`src/rtl/core/array_bst_insert_and_inorder_unit_assert.svh`:
```
// assertion macros for the array bst insert and inorder unit
`ifndef ARRAY_BST_INSERT_AND_INORDER_UNIT_ASSERT_SVH
`define ARRAY_BST_INSERT_AND_INORDER_UNIT_ASSERT_SVH
`ifndef SYNTHESIS
`define ABST_ASSERT_IMPLY(label, ante, cons) \
    label: assert property (@(posedge clk) disable iff (!rst_n) (ante) |-> (cons)) \
        else $error("abst assertion failed");
`define ABST_ASSERT_NEXT(label, ante, cons) \
    label: assert property (@(posedge clk) disable iff (!rst_n) (ante) |=> (cons)) \
        else $error("abst assertion failed");
`else
`define ABST_ASSERT_IMPLY(label, ante, cons)
`define ABST_ASSERT_NEXT(label, ante, cons)
`endif
`endif

```
`src/rtl/core/abst_pkg.sv`:
```
// shared types, codes and microcode rom of the array bst unit
package abst_pkg;

    localparam int KEY_W = 16;
    localparam int UPC_W = 4;

    localparam logic OP_INSERT = 1'b0;
    localparam logic OP_DUMP   = 1'b1;

    localparam logic [2:0] STS_INSERTED  = 3'd0;
    localparam logic [2:0] STS_TOO_DEEP  = 3'd1;
    localparam logic [2:0] STS_DUPLICATE = 3'd2;
    localparam logic [2:0] STS_LISTED    = 3'd3;
    localparam logic [2:0] STS_EMPTY     = 3'd4;

    typedef struct packed {
        logic             opcode;
        logic [KEY_W-1:0] key;
    } cmd_t;

    typedef struct packed {
        logic [2:0]       status;
        logic [KEY_W-1:0] out_key;
        logic             last;
    } rsp_t;

    // jump conditions
    localparam logic [2:0] C_ALWAYS     = 3'd0;
    localparam logic [2:0] C_NOT_USED   = 3'd1;
    localparam logic [2:0] C_USED       = 3'd2;
    localparam logic [2:0] C_KEY_EQ     = 3'd3;
    localparam logic [2:0] C_LEVEL_LAST = 3'd4;
    localparam logic [2:0] C_SP_ZERO    = 3'd5;
    localparam logic [2:0] C_NO_PEND    = 3'd6;

    // node pointer operations
    localparam logic [2:0] IX_HOLD    = 3'd0;
    localparam logic [2:0] IX_DESCEND = 3'd1;
    localparam logic [2:0] IX_PUSH    = 3'd2;
    localparam logic [2:0] IX_POP     = 3'd3;
    localparam logic [2:0] IX_RIGHT   = 3'd4;

    // result word sources
    localparam logic [2:0] OUT_NONE      = 3'd0;
    localparam logic [2:0] OUT_HANDLED   = 3'd1;
    localparam logic [2:0] OUT_PEND_MID  = 3'd2;
    localparam logic [2:0] OUT_PEND_LAST = 3'd3;
    localparam logic [2:0] OUT_EMPTY     = 3'd4;

    // program steps
    localparam logic [UPC_W-1:0] U_WALK   = 4'd0;
    localparam logic [UPC_W-1:0] U_CMP    = 4'd1;
    localparam logic [UPC_W-1:0] U_DEPTH  = 4'd2;
    localparam logic [UPC_W-1:0] U_DESC   = 4'd3;
    localparam logic [UPC_W-1:0] U_INS    = 4'd4;
    localparam logic [UPC_W-1:0] U_DUP    = 4'd5;
    localparam logic [UPC_W-1:0] U_DEEP   = 4'd6;
    localparam logic [UPC_W-1:0] U_DOWN   = 4'd7;
    localparam logic [UPC_W-1:0] U_CHECK  = 4'd8;
    localparam logic [UPC_W-1:0] U_POP    = 4'd9;
    localparam logic [UPC_W-1:0] U_LIST   = 4'd10;
    localparam logic [UPC_W-1:0] U_FIN    = 4'd11;
    localparam logic [UPC_W-1:0] U_LAST   = 4'd12;
    localparam logic [UPC_W-1:0] U_EMPTY  = 4'd13;

    typedef struct packed {
        logic [2:0]       cond;
        logic [UPC_W-1:0] target;
        logic [2:0]       idx_op;
        logic             wr;
        logic [2:0]       out_op;
        logic [2:0]       status;
        logic             load_pend;
        logic             done;
    } uword_t;

    function automatic uword_t ucode_rom(input logic [UPC_W-1:0] step);
        uword_t w;
        w = '0;
        w.cond   = C_ALWAYS;
        w.target = step;
        w.idx_op = IX_HOLD;
        w.out_op = OUT_NONE;
        w.status = STS_INSERTED;
        case (step)
            U_WALK:
            begin
                w.cond   = C_NOT_USED;
                w.target = U_INS;
            end
            U_CMP:
            begin
                w.cond   = C_KEY_EQ;
                w.target = U_DUP;
            end
            U_DEPTH:
            begin
                w.cond   = C_LEVEL_LAST;
                w.target = U_DEEP;
            end
            U_DESC:
            begin
                w.idx_op = IX_DESCEND;
                w.target = U_WALK;
            end
            U_INS:
            begin
                w.wr     = 1'b1;
                w.out_op = OUT_HANDLED;
                w.status = STS_INSERTED;
                w.done   = 1'b1;
            end
            U_DUP:
            begin
                w.out_op = OUT_HANDLED;
                w.status = STS_DUPLICATE;
                w.done   = 1'b1;
            end
            U_DEEP:
            begin
                w.out_op = OUT_HANDLED;
                w.status = STS_TOO_DEEP;
                w.done   = 1'b1;
            end
            U_DOWN:
            begin
                w.cond   = C_USED;
                w.idx_op = IX_PUSH;
                w.target = U_DOWN;
            end
            U_CHECK:
            begin
                w.cond   = C_SP_ZERO;
                w.target = U_FIN;
            end
            U_POP:
            begin
                w.idx_op = IX_POP;
                w.target = U_LIST;
            end
            U_LIST:
            begin
                w.idx_op    = IX_RIGHT;
                w.out_op    = OUT_PEND_MID;
                w.load_pend = 1'b1;
                w.target    = U_DOWN;
            end
            U_FIN:
            begin
                w.cond   = C_NO_PEND;
                w.target = U_EMPTY;
            end
            U_LAST:
            begin
                w.out_op = OUT_PEND_LAST;
                w.done   = 1'b1;
            end
            U_EMPTY:
            begin
                w.out_op = OUT_EMPTY;
                w.done   = 1'b1;
            end
            default:
            begin
                w.done = 1'b1;
            end
        endcase
        return w;
    endfunction

endpackage

```
`src/rtl/core/abst_ram.sv`:
```
// generic simple dual port ram with registered read
module abst_ram #(
    parameter int WIDTH = 16,
    parameter int DEPTH = 64
) (
    input  logic                     clk,
    input  logic                     we,
    input  logic [$clog2(DEPTH)-1:0] waddr,
    input  logic [WIDTH-1:0]         wdata,
    input  logic [$clog2(DEPTH)-1:0] raddr,
    output logic [WIDTH-1:0]         rdata
);

    logic [WIDTH-1:0] mem [DEPTH];
    logic [WIDTH-1:0] rdata_reg;

    always_ff @(posedge clk)
    begin
        if (we)
        begin
            mem[waddr] <= wdata;
        end
        rdata_reg <= mem[raddr];
    end

    assign rdata = rdata_reg;

endmodule

```
`src/rtl/core/array_bst_insert_and_inorder_unit.sv`:
```
// array bst unit: microcoded insert and inorder dump over a heap-indexed node store
//
//   channel   valid      stall      word    direction
//   command   cmd_valid  cmd_stall  cmd     into the unit
//   response  rsp_valid  rsp_stall  rsp     out of the unit
//
// after reset every entry of the occupied store is cleared, with cmd_stall high
// one command at a time; the node store ram read is one node per cycle
// insert: at each occupied node walked, checks for an equal key and the last level, then descends
// dump: pushes down the left spine, pops a node, sends the held key and holds this one, goes right
// rsp_stall holds the sequencer only at a step that emits a word while one is waiting
`include "array_bst_insert_and_inorder_unit_assert.svh"

module array_bst_insert_and_inorder_unit
    import abst_pkg::*;
#(
    parameter int LEVELS   = 6,
    parameter int KEY_BITS = 16
) (
    input  logic clk,
    input  logic rst_n,
    input  logic cmd_valid,
    output logic cmd_stall,
    input  cmd_t cmd,
    output logic rsp_valid,
    input  logic rsp_stall,
    output rsp_t rsp
);

    localparam int SK     = (KEY_BITS < KEY_W) ? KEY_BITS : KEY_W;
    localparam int DEPTH  = 1 << LEVELS;
    localparam int LVL_W  = $clog2(LEVELS + 1);
    localparam int STK_AW = $clog2(LEVELS);

    localparam logic [1:0] S_CLEAR = 2'd0;
    localparam logic [1:0] S_IDLE  = 2'd1;
    localparam logic [1:0] S_RUN   = 2'd2;

    logic [1:0]        state_reg, state_next;
    logic [LEVELS-1:0] clr_reg, clr_next;
    logic [UPC_W-1:0]  upc_reg, upc_next;
    logic              op_reg, op_next;
    logic [SK-1:0]     key_reg, key_next;
    logic [LEVELS:0]   idx_reg, idx_next;
    logic [LVL_W-1:0]  level_reg, level_next;
    logic [LVL_W-1:0]  sp_reg, sp_next;
    logic              pend_valid_reg, pend_valid_next;
    logic [SK-1:0]     pend_key_reg, pend_key_next;
    logic              rsp_valid_reg, rsp_valid_next;
    rsp_t              rsp_reg, rsp_next;
    logic [LEVELS-1:0] stack_reg [LEVELS];

    uword_t            uw;
    logic              accept;
    logic              clearing;
    logic              running;
    logic              occ_rd;
    logic [SK-1:0]     key_rd;
    logic              used;
    logic              key_eq;
    logic              key_gt;
    logic              cond_true;
    logic              taken;
    logic              emit_req;
    logic              go;
    logic              fire;
    logic              emit_fire;
    logic              wr_fire;
    logic [LVL_W-1:0]  sp_dec;
    logic [LEVELS-1:0] occ_waddr;

    assign uw        = ucode_rom(upc_reg);
    assign clearing  = (state_reg == S_CLEAR);
    assign running   = (state_reg == S_RUN);
    assign cmd_stall = (state_reg != S_IDLE);
    assign accept    = cmd_valid && !cmd_stall;

    assign used   = occ_rd && !idx_reg[LEVELS];
    assign key_eq = (key_reg == key_rd);
    assign key_gt = (key_reg > key_rd);
    assign sp_dec = sp_reg - LVL_W'(1);

    always_comb
    begin
        case (uw.cond)
            C_ALWAYS:     cond_true = 1'b1;
            C_NOT_USED:   cond_true = !used;
            C_USED:       cond_true = used;
            C_KEY_EQ:     cond_true = key_eq;
            C_LEVEL_LAST: cond_true = (level_reg == LVL_W'(LEVELS));
            C_SP_ZERO:    cond_true = (sp_reg == '0);
            C_NO_PEND:    cond_true = !pend_valid_reg;
            default:      cond_true = 1'b0;
        endcase
    end

    assign taken = running && cond_true;

    always_comb
    begin
        case (uw.out_op)
            OUT_HANDLED:   emit_req = taken;
            OUT_PEND_MID:  emit_req = taken && pend_valid_reg;
            OUT_PEND_LAST: emit_req = taken;
            OUT_EMPTY:     emit_req = taken;
            default:       emit_req = 1'b0;
        endcase
    end

    assign go        = !(emit_req && rsp_valid_reg && rsp_stall);
    assign fire      = taken && go;
    assign emit_fire = emit_req && go;
    assign wr_fire   = fire && uw.wr;

    // sequencer and datapath next state
    always_comb
    begin
        state_next      = state_reg;
        clr_next        = clr_reg;
        upc_next        = upc_reg;
        op_next         = op_reg;
        key_next        = key_reg;
        idx_next        = idx_reg;
        level_next      = level_reg;
        sp_next         = sp_reg;
        pend_valid_next = pend_valid_reg;
        pend_key_next   = pend_key_reg;

        case (state_reg)
            S_CLEAR:
            begin
                clr_next = clr_reg + LEVELS'(1);
                if (&clr_reg)
                begin
                    state_next = S_IDLE;
                end
            end
            S_IDLE:
            begin
                if (accept)
                begin
                    state_next      = S_RUN;
                    op_next         = cmd.opcode;
                    key_next        = cmd.key[SK-1:0];
                    upc_next        = (cmd.opcode == OP_DUMP) ? U_DOWN : U_WALK;
                    idx_next        = (LEVELS + 1)'(1);
                    level_next      = LVL_W'(1);
                    sp_next         = '0;
                    pend_valid_next = 1'b0;
                end
            end
            S_RUN:
            begin
                if (!cond_true)
                begin
                    upc_next = upc_reg + UPC_W'(1);
                end
                else if (go)
                begin
                    upc_next = uw.target;
                    if (uw.done)
                    begin
                        state_next = S_IDLE;
                    end
                    case (uw.idx_op)
                        IX_DESCEND:
                        begin
                            idx_next   = {idx_reg[LEVELS-1:0], key_gt};
                            level_next = level_reg + LVL_W'(1);
                        end
                        IX_PUSH:
                        begin
                            idx_next = {idx_reg[LEVELS-1:0], 1'b0};
                            sp_next  = sp_reg + LVL_W'(1);
                        end
                        IX_POP:
                        begin
                            idx_next = {1'b0, stack_reg[sp_dec[STK_AW-1:0]]};
                            sp_next  = sp_dec;
                        end
                        IX_RIGHT:
                        begin
                            idx_next = {idx_reg[LEVELS-1:0], 1'b1};
                        end
                        default:
                        begin
                            idx_next = idx_reg;
                        end
                    endcase
                    if (uw.load_pend)
                    begin
                        pend_valid_next = 1'b1;
                        pend_key_next   = key_rd;
                    end
                end
            end
            default:
            begin
                state_next = S_IDLE;
            end
        endcase
    end

    // response register
    always_comb
    begin
        rsp_next       = rsp_reg;
        rsp_valid_next = rsp_valid_reg && rsp_stall;
        if (emit_fire)
        begin
            rsp_valid_next = 1'b1;
            case (uw.out_op)
                OUT_HANDLED:
                begin
                    rsp_next.status  = uw.status;
                    rsp_next.out_key = KEY_W'(key_reg);
                    rsp_next.last    = 1'b1;
                end
                OUT_PEND_MID:
                begin
                    rsp_next.status  = STS_LISTED;
                    rsp_next.out_key = KEY_W'(pend_key_reg);
                    rsp_next.last    = 1'b0;
                end
                OUT_PEND_LAST:
                begin
                    rsp_next.status  = STS_LISTED;
                    rsp_next.out_key = KEY_W'(pend_key_reg);
                    rsp_next.last    = 1'b1;
                end
                default:
                begin
                    rsp_next.status  = STS_EMPTY;
                    rsp_next.out_key = '0;
                    rsp_next.last    = 1'b1;
                end
            endcase
        end
    end

    always_ff @(posedge clk or negedge rst_n)
    begin
        if (!rst_n)
        begin
            state_reg      <= S_CLEAR;
            clr_reg        <= '0;
            upc_reg        <= U_WALK;
            idx_reg        <= '0;
            level_reg      <= '0;
            sp_reg         <= '0;
            pend_valid_reg <= 1'b0;
            rsp_valid_reg  <= 1'b0;
        end
        else
        begin
            state_reg      <= state_next;
            clr_reg        <= clr_next;
            upc_reg        <= upc_next;
            idx_reg        <= idx_next;
            level_reg      <= level_next;
            sp_reg         <= sp_next;
            pend_valid_reg <= pend_valid_next;
            rsp_valid_reg  <= rsp_valid_next;
        end
    end

    always_ff @(posedge clk)
    begin
        op_reg       <= op_next;
        key_reg      <= key_next;
        pend_key_reg <= pend_key_next;
        rsp_reg      <= rsp_next;
        if (fire && (uw.idx_op == IX_PUSH))
        begin
            stack_reg[sp_reg[STK_AW-1:0]] <= idx_reg[LEVELS-1:0];
        end
    end

    assign occ_waddr = clearing ? clr_reg : idx_reg[LEVELS-1:0];

    abst_ram #(
        .WIDTH (1),
        .DEPTH (DEPTH)
    ) u_occ_ram (
        .clk   (clk),
        .we    (clearing || wr_fire),
        .waddr (occ_waddr),
        .wdata (!clearing),
        .raddr (idx_next[LEVELS-1:0]),
        .rdata (occ_rd)
    );

    abst_ram #(
        .WIDTH (SK),
        .DEPTH (DEPTH)
    ) u_key_ram (
        .clk   (clk),
        .we    (wr_fire),
        .waddr (idx_reg[LEVELS-1:0]),
        .wdata (key_reg),
        .raddr (idx_next[LEVELS-1:0]),
        .rdata (key_rd)
    );

    assign rsp_valid = rsp_valid_reg;
    assign rsp       = rsp_reg;

    `ABST_ASSERT_IMPLY(a_sp_bound, running, sp_reg <= LVL_W'(LEVELS))
    `ABST_ASSERT_IMPLY(a_pend_dump_only, pend_valid_reg, op_reg == OP_DUMP)
    `ABST_ASSERT_IMPLY(a_wr_free_node, wr_fire, !idx_reg[LEVELS] && !occ_rd)
    `ABST_ASSERT_IMPLY(a_no_overwrite, emit_fire, !(rsp_valid_reg && rsp_stall))
    `ABST_ASSERT_NEXT(a_emit_shown, emit_fire, rsp_valid_reg)

endmodule

```
`config.mk`:
```
export PLATFORM = sky130hd
export DESIGN_NAME = array_bst_insert_and_inorder_unit
export DESIGN_NICKNAME = d
export VERILOG_FILES = /design/src/rtl/core/abst_pkg.sv /design/src/rtl/core/abst_ram.sv /design/src/rtl/core/array_bst_insert_and_inorder_unit.sv
export VERILOG_INCLUDE_DIRS = /design/src /design/src/rtl/core
export SDC_FILE = /design/constraint.sdc
export NUM_CORES = 1
export LEC_CHECK = 0
export BUFFER_PORTS_ARGS = -buffer_cell sky130_fd_sc_hd__buf_2
export CAP_MARGIN = 20
export CORE_MARGIN = 2
export CORE_UTILIZATION = 30
export DETAILED_ROUTE_END_ITERATION = 10
export PLACE_DENSITY = 0.54
export SKIP_CTS_REPAIR_TIMING = 1
export SLEW_MARGIN = 20
export SYNTH_ARGS = -nofsm -noshare
export SYNTH_HDL_FRONTEND = slang
export SYNTH_SLANG_ARGS = --single-unit
```
`constraint.sdc`:
```
create_clock -name clk -period 7.22 [get_ports clk]
set_input_delay 0.722 -clock clk [delete_from_list [all_inputs] [get_ports clk]]
set_output_delay 0.722 -clock clk [all_outputs]
set_load 0.02 [all_outputs]
```
After elaboration in Yosys (flattened, before gate mapping)
Memory sizes are Yosys's and may differ from the RTL's. A register that Yosys moved wholly into a read port is not among the register bits.
Index checks and enable logic that the tools add are counted.
{"block": "classes", "n_addsub": 5, "mux": 49, "multipliers": 0, "n_reduce_logical": 36, "div": 0, "magnitude_cmp": 1, "n_eq_ne": 43, "n_shift": 0, "bitwise": 1}
{"op": "case mux 20 bit (3 select lines)", "count": 1}
{"op": "case mux 4 bit (8 select lines)", "count": 1}
{"op": "case mux 7 bit (4 select lines)", "count": 1}
{"op": "AND reduction 5 bit", "count": 5}
{"op": "== test 4 bit, second input constant", "count": 6}
{"op": "two-way mux 3 bit", "count": 8}
{"op": "case mux 3 bit (4 select lines)", "count": 2}
{"op": "two-way mux 7 bit", "count": 3}
{"op": "== test 3 x 2 -> 1 bit, second input constant", "count": 6}
{"op": "== test 3 bit, second input constant", "count": 6}
{"op": "case mux 3 bit (2 select lines)", "count": 3}
{"op": "case mux 3 bit (6 select lines)", "count": 1}
{"op": "== test 16 bit", "count": 1}
{"op": "== test 4 x 3 -> 1 bit, second input constant", "count": 4}
{"op": "greater-than comparator 16 bit", "count": 1}
{"op": "case mux 7 bit (2 select lines)", "count": 1}
{"op": "two-way mux 1 bit", "count": 13}
{"op": "two-way mux 4 bit", "count": 3}
{"op": "logical AND 1 bit", "count": 11}
{"op": "two-way mux 2 bit", "count": 5}
{"op": "!= test 10 x 3 -> 1 bit, second input constant", "count": 1}
{"op": "== test 3 x 1 -> 1 bit, second input constant", "count": 3}
{"op": "OR reduction 9 bit", "count": 1}
{"op": "== test 4 x 2 -> 1 bit, second input constant", "count": 2}
{"op": "other kinds (30)", "count": 46}
{"block": "word_totals", "ramBits": 1124, "n_memories": 3, "in_bits": 21, "rom_bits": 0, "elab_cells": 152, "output_inout_bits": 22, "latchBits": 0, "ff_bits": 79}
{"memory": "u_key_ram.mem", "words": 64, "word_bits": 16, "read_ports": 1, "rd_ports_with_merged_regs": 1, "wr": 1, "line": "abst_ram.sv:14", "text": "logic [WIDTH-1:0] mem [DEPTH];"}
{"memory": "u_occ_ram.mem", "words": 64, "word_bits": 1, "read_ports": 1, "rd_ports_with_merged_regs": 1, "wr": 1, "line": "abst_ram.sv:14"}
{"memory": "stack_reg", "words": 6, "word_bits": 6, "read_ports": 1, "rd_ports_with_merged_regs": 0, "wr": 1, "line": "array_bst_insert_and_inorder_unit.sv:51", "text": "logic [LEVELS-1:0] stack_reg [LEVELS];"}

Depth between registers and ports, before layout
{"block": "depth", "word_depth": 15, "depth_mapped": 22, "mapped_depth_nobuf": 15}

By module
Synthesis repeated with hierarchy kept, for this count alone.
{"block": "hier_totals", "cells_unflattened": 2482, "hier_area_um2": 48672.9}
{"mod": "abst_ram (u_key_ram)", "n_inst": 1, "area_per_inst_um2": 40042.2, "seq_area_each_um2": 31069.8, "cells_per_inst": 1829}
{"mod": "array_bst_insert_and_inorder_unit", "n_inst": 1, "area_per_inst_um2": 5716.7, "seq_area_each_um2": 3318.2, "cells_per_inst": 449}
{"mod": "abst_ram (u_occ_ram)", "n_inst": 1, "area_per_inst_um2": 2914.0, "seq_area_each_um2": 1941.9, "cells_per_inst": 204}

Worst setup path after synthesis
Ideal clock, no wire load.
{"block": "synth_path", "path_type": "flip-flop to flip-flop", "from": "reg key_reg[0]", "to": "mem u_key_ram.mem[54][0] (enable)", "stages_incl_launch_ff": 11, "synth_period_minus_slack_ps": 4355, "path_buffers": 0, "path_slack_ps": 2865, "required_time_ps": 6831, "setup_time_ps": 389, "t_arrival_ps": 3966, "cell_sequence": "edfxtp_1 inv_1 ha_1 nand4_1 nor4_1 nand3_1 a22oi_2 nand3_1 nor3_1 nand3_1 nor2_1"}
{"block": "synth_via", "elab_chain_cells": 12}
{"item": "start, declared", "line": "array_bst_insert_and_inorder_unit.sv:43", "text": "logic [SK-1:0] key_reg, key_next;"}
{"item": "start signal, assigned", "line": "array_bst_insert_and_inorder_unit.sv:270", "text": "key_reg <= key_next;"}
{"item": "== test 16 bit (*)", "line": "array_bst_insert_and_inorder_unit.sv:79", "text": "assign key_eq = (key_reg == key_rd);"}
{"item": "case mux 1 bit (7 select lines) (*)", "line": "array_bst_insert_and_inorder_unit.sv:85", "text": "case (uw.cond)"}
{"item": "logical AND 1 bit (*)", "line": "array_bst_insert_and_inorder_unit.sv:97", "text": "assign taken = running && cond_true;"}
{"item": "logical AND 1 bit", "line": "array_bst_insert_and_inorder_unit.sv:103", "text": "OUT_PEND_MID: emit_req = taken && pend_valid_reg;"}
{"item": "case mux 1 bit (2 select lines)", "line": "array_bst_insert_and_inorder_unit.sv:101", "text": "case (uw.out_op)"}
{"item": "logical AND 1 bit (2 in series)", "line": "array_bst_insert_and_inorder_unit.sv:110", "text": "assign go = !(emit_req && rsp_valid_reg && rsp_stall);"}
{"item": "zero test 1 bit", "line": "array_bst_insert_and_inorder_unit.sv:110"}
{"item": "logical AND 1 bit (*)", "line": "array_bst_insert_and_inorder_unit.sv:111", "text": "assign fire = taken && go;"}
{"item": "logical AND 1 bit (*)", "line": "array_bst_insert_and_inorder_unit.sv:113", "text": "assign wr_fire = fire && uw.wr;"}
{"item": "two-way mux 1 bit (*)", "line": "abst_ram.sv:19", "text": "if (we)"}
{"item": "two-way mux 1 bit (not written as such) (*)", "line": "abst_ram.sv:21", "text": "mem[waddr] <= wdata;"}
{"item": "end, declared", "line": "abst_ram.sv:14"}
Every way passes the cells marked *; elsewhere a longest branch is shown, timed or not.

Worst setup path in the final report
{"block": "layout_path", "from": "reg upc_reg[1]", "to": "reg u_key_ram.rdata_reg[11] (netlist: u_key_ram.rdata[11]), read port of u_key_ram.mem"}
{"block": "layout_via", "elab_chain_cells": 12, "word_cells_on_any_way": 44, "classes_between": "eq/ne: 27; mux: 9; reduce/logical: 8"}
{"item": "start, declared", "line": "array_bst_insert_and_inorder_unit.sv:41", "text": "logic [UPC_W-1:0] upc_reg, upc_next;"}
{"item": "start signal, assigned", "line": "array_bst_insert_and_inorder_unit.sv:258", "text": "upc_reg <= upc_next;"}
{"item": "== test 4 bit (tied with other cells)", "line": "abst_pkg.sv:85", "text": "case (step)"}
{"item": "case mux 3 bit (6 select lines)", "line": "abst_pkg.sv:85"}
{"item": "== test 3 bit (tied with other cells)", "line": "array_bst_insert_and_inorder_unit.sv:85"}
{"item": "case mux 1 bit (7 select lines)", "line": "array_bst_insert_and_inorder_unit.sv:85"}
{"item": "logical AND 1 bit", "line": "array_bst_insert_and_inorder_unit.sv:97"}
{"item": "logical AND 1 bit", "line": "array_bst_insert_and_inorder_unit.sv:103"}
{"item": "case mux 1 bit (2 select lines)", "line": "array_bst_insert_and_inorder_unit.sv:101"}
{"item": "logical AND 1 bit (2 in series)", "line": "array_bst_insert_and_inorder_unit.sv:110"}
{"item": "two-way mux 7 bit", "line": "array_bst_insert_and_inorder_unit.sv:158", "text": "else if (go)"}
{"item": "two-way mux 7 bit (*)", "line": "array_bst_insert_and_inorder_unit.sv:154", "text": "if (!cond_true)"}
{"item": "case mux 7 bit (2 select lines) (*)", "line": "array_bst_insert_and_inorder_unit.sv:129", "text": "case (state_reg)"}
{"item": "end, declared", "line": "abst_ram.sv:15", "text": "logic [WIDTH-1:0] rdata_reg;"}
Every way passes the cells marked *; elsewhere a longest branch is shown, timed or not. The select of a mux whose other input is x is not followed.
A chain may end at the register's enable or synchronous reset.

==> results_dict.tcl <==
set metrics [dict create \
    grt-ovfl-total 0 \
    crit_arrival_ns 6.64 \
    met3_length_um 12300 \
    vias 29200 \
    peakVddDrop_v 0.000305 \
    fin_tns_setup_ns 0 \
    drt_iter0_markers 3613 \
    max_slew_margin 0.265 \
    wl_per_cell_um 26.2 \
    dp_cells 5329 \
    postRouteAntennaNets 0 \
    syn_avg_cell_area_um2 15.8 \
    start_kind "flip-flop" \
    synthArstFlopShare 0.0221 \
    grt_pass1_vias 28400 \
    worstRegToRegCells 14 \
    internal_power_mw 13.1 \
    ys_warn_count 0 \
    worst-setup-path-type "reg2reg" \
    nNetsFinal 3326 \
    grt_pass1_wl_um 209000 \
    multi_input_area_mm2 0.0124 \
    largest_reg_flops 1024 \
    fillers 15800 \
    clock_latency_ns 0.77 \
    routed.top_layer "met5" \
    cts-root-buf "clkbuf_16" \
    slew_viol_final 0 \
    post-route-min-period_ns 6.03 \
    yosys.cell_types.count 77 \
    synth-seq-cells 1220 \
    dieArea_mm2 0.169 \
    fmax_ghz 0.166 \
    drive_gt1_frac 0.177 \
    syn_area_mm2 0.0497 \
    routabilityCongestion 0.843 \
    p_leak_nw 18.2 \
    hold_viol 0 \
    synth_common_cells "edfxtp_1 (1176), nand2_1 (459), nor2_1 (160)" \
    clock-sinks 1220 \
    seq_power_share 0.465 \
    worst_path_largest_cell_delay_ns 0.69 \
    drt_wl_total_um 146000 \
    wl_met2_um 65900 \
    netlist_instances 3150 \
    yosysSeqAreaShare 0.730 \
    power_switching_mw 5.18 \
    start_util 0.302 \
    combPwrFrac 0.159 \
    status "completed" \
    cp.buffers_inverters 3 \
    clock_skew_ns 0.0280 \
    drc_errors 0 \
    grt_max_degree 154 \
    first_pass_iters 5 \
    synth_edf_count 1176 \
    final-setup-viol-count 0 \
    ioPinCount 43 \
    p_sw_frac 0.284 \
    ys.flop_type "edfxtp_1" \
    cp.depth 14 \
    fin_crit_sh 0.835 \
    cts_tree "done" \
    hp-class "in2async" \
    yosysTopAreaCellShare 0.710 \
    power_per_cell_area_mw_per_mm2 318 \
    io_buffers 42 \
    fin_cells 5574 \
    cts.path.max_buffers 3 \
    viasPerCell 5.24 \
    register_area_mm2 0.0363 \
    syn2layout_area_growth_pct 15.4 \
    clk_pin_slew_ns 0.07 \
    tightest_slew_ns 1.10 \
    rows 149 \
    die_height_um 411 \
    antenna_found_initial 16 \
    synthTopCellsByArea "edfxtp_1 (71%), mux4_2 (5.7%), nand2_1 (3.5%)" \
    cp-end-kind "flip-flop" \
    r2r-start "upc_reg[1]" \
    synth_nets 3200 \
    grt_use_total 0.170 \
    yosys.area.top_type "edfxtp_1" \
    dp_hpwl_um 87000 \
    fp.dieW_um 411 \
    crit_path_top_delay_cell "nor3_1" \
    wl_met1_um 63300 \
    path_max_fanout 51 \
    clkPwrFrac 0.376 \
    r2r_end "u_key_ram.rdata[11]" \
    reg2reg_slack_ns 1.19 \
    crit_required_ns 7.83 \
    core_mm2 0.165 \
    finish.utilization 0.348 \
    synth_most_common_cell "edfxtp_1" \
    crit_chain "inv_1 -> ha_1 -> inv_2 -> nor4b_4 -> nor2_1 -> nor3_1 -> nand3_4 -> buf_12 -> a311oi_1 -> a22oi_1 -> mux2i_1 -> nand2_1 -> a21oi_1 -> o22ai_1" \
    cts_buffers 134 \
    rsz0062_at_grt "no" \
    maxCapViolCount 0 \
    htreeDepth 4 \
    cp_top_family "simple AND/OR/NAND/NOR gates" \
]
## how the worst max path moves through the flow
stage | from | to | slack, ns
2_1_floorplan | key_reg[0] | u_key_ram.mem[54][0] | 2.87
3_3_place_gp | upc_reg[1] | u_key_ram.rdata[11] | 1.23
5_1_grt | upc_reg[1] | u_key_ram.rdata[11] | 0.90
4_1_cts | upc_reg[1] | u_key_ram.rdata[11] | 1.17
6_report | upc_reg[1] | u_key_ram.rdata[11] | 1.19
3_5_place_dp | upc_reg[1] | u_key_ram.rdata[11] | 1.20
## cells in the final DEF, fill, tap and decap left out, drive strengths merged, types with 13 or more instances in the layout
cell type  instances
a22oi             37
a311oi            70
bufinv            13
o31ai             22
buf              189
mux2i             95
edfxtp          1176
inv               44
a32oi             52
nand4             23
ha                29
nor2b             23
a31o              18
mux4             125
o21ai            115
dfxtp             17
mux2              22
dfrtp             27
o22ai             19
clkinv            52
a22o              39
and3              74
a211oi            37
a21oi             56
nand2            459
clkbuf           165
o221a             17
nand3             83
nor2             164
nor4              20
a31oi             19
## power groups by stage
stage	combinational [mW]	sequential, mW	clock [mW]
after floorplan	1.62	8.62	0
after global placement	2.85	8.62	0
after detailed placement	2.87	8.62	0
after CTS	2.88	8.47	6.97
after global routing	3.09	8.49	7.23
final	2.90	8.49	6.86
## per-stage QoR
stage / worst slack (ns) / power, mW / cell area (µm²) / hold slack (ns)
floorplan: 2.87 / 10.2 / 49700 / 0.408
global placement: 1.23 / 11.5 / 53000 / 0.476
detailed placement: 1.20 / 11.5 / 53000 / 0.488
CTS: 1.17 / 18.3 / 57400 / -0.00154
global route: 0.896 / 18.8 / 57400 / 0.0555
finish: 1.19 / 18.2 / 57400 / 0.0423
## final cells by class
| type | count | area share |
|---|---|---|
| sequential | 1220 | 0.633 |
| clock inverter | 72 | 0.0133 |
| inverter | 40 | 0.00296 |
| timing repair buffer | 189 | 0.0242 |
| tap | 2189 | 0.0477 |
| clock buffer | 165 | 0.0630 |
| antenna | 8 | 0.000349 |
| multi-input combinational | 1691 | 0.216 |
## worst reg2reg max path: cells and delay by family (launching register included)
kind / cells / cell delay, ns
buf+inv: 3 / 0.72
flops: 1 / 0.43
compound gates: 4 / 1.26
simple gates: 5 / 2.49
fa+ha+maj: 1 / 0.38
mux: 1 / 0.58
## logic make-up (layout without fill, tap and decap cells)
logic type      count (synthesis)  in the layout  share of synthesized area
buf+inv                       239            466                     0.0221
flops                        1220           1220                      0.730
fa+ha+maj                      29             29                    0.00729
xor+xnor                        8              8                    0.00141
simple gates                  882            882                     0.0799
other cells                     0              8                          0
mux                           242            242                     0.0807
compound gates                530            530                     0.0783
## routing by layer
| layer | vias to the layer above | global-route usage |
|---|---|---|
| met5 | - | 0 |
| met4 | 8 | 0.0582 |
| met3 | 213 | 0.0366 |
| met2 | 1281 | 0.258 |
| met1 | 15000 | 0.241 |
| li1 | 12700 | - |
Power figures use the tool's default switching activity.
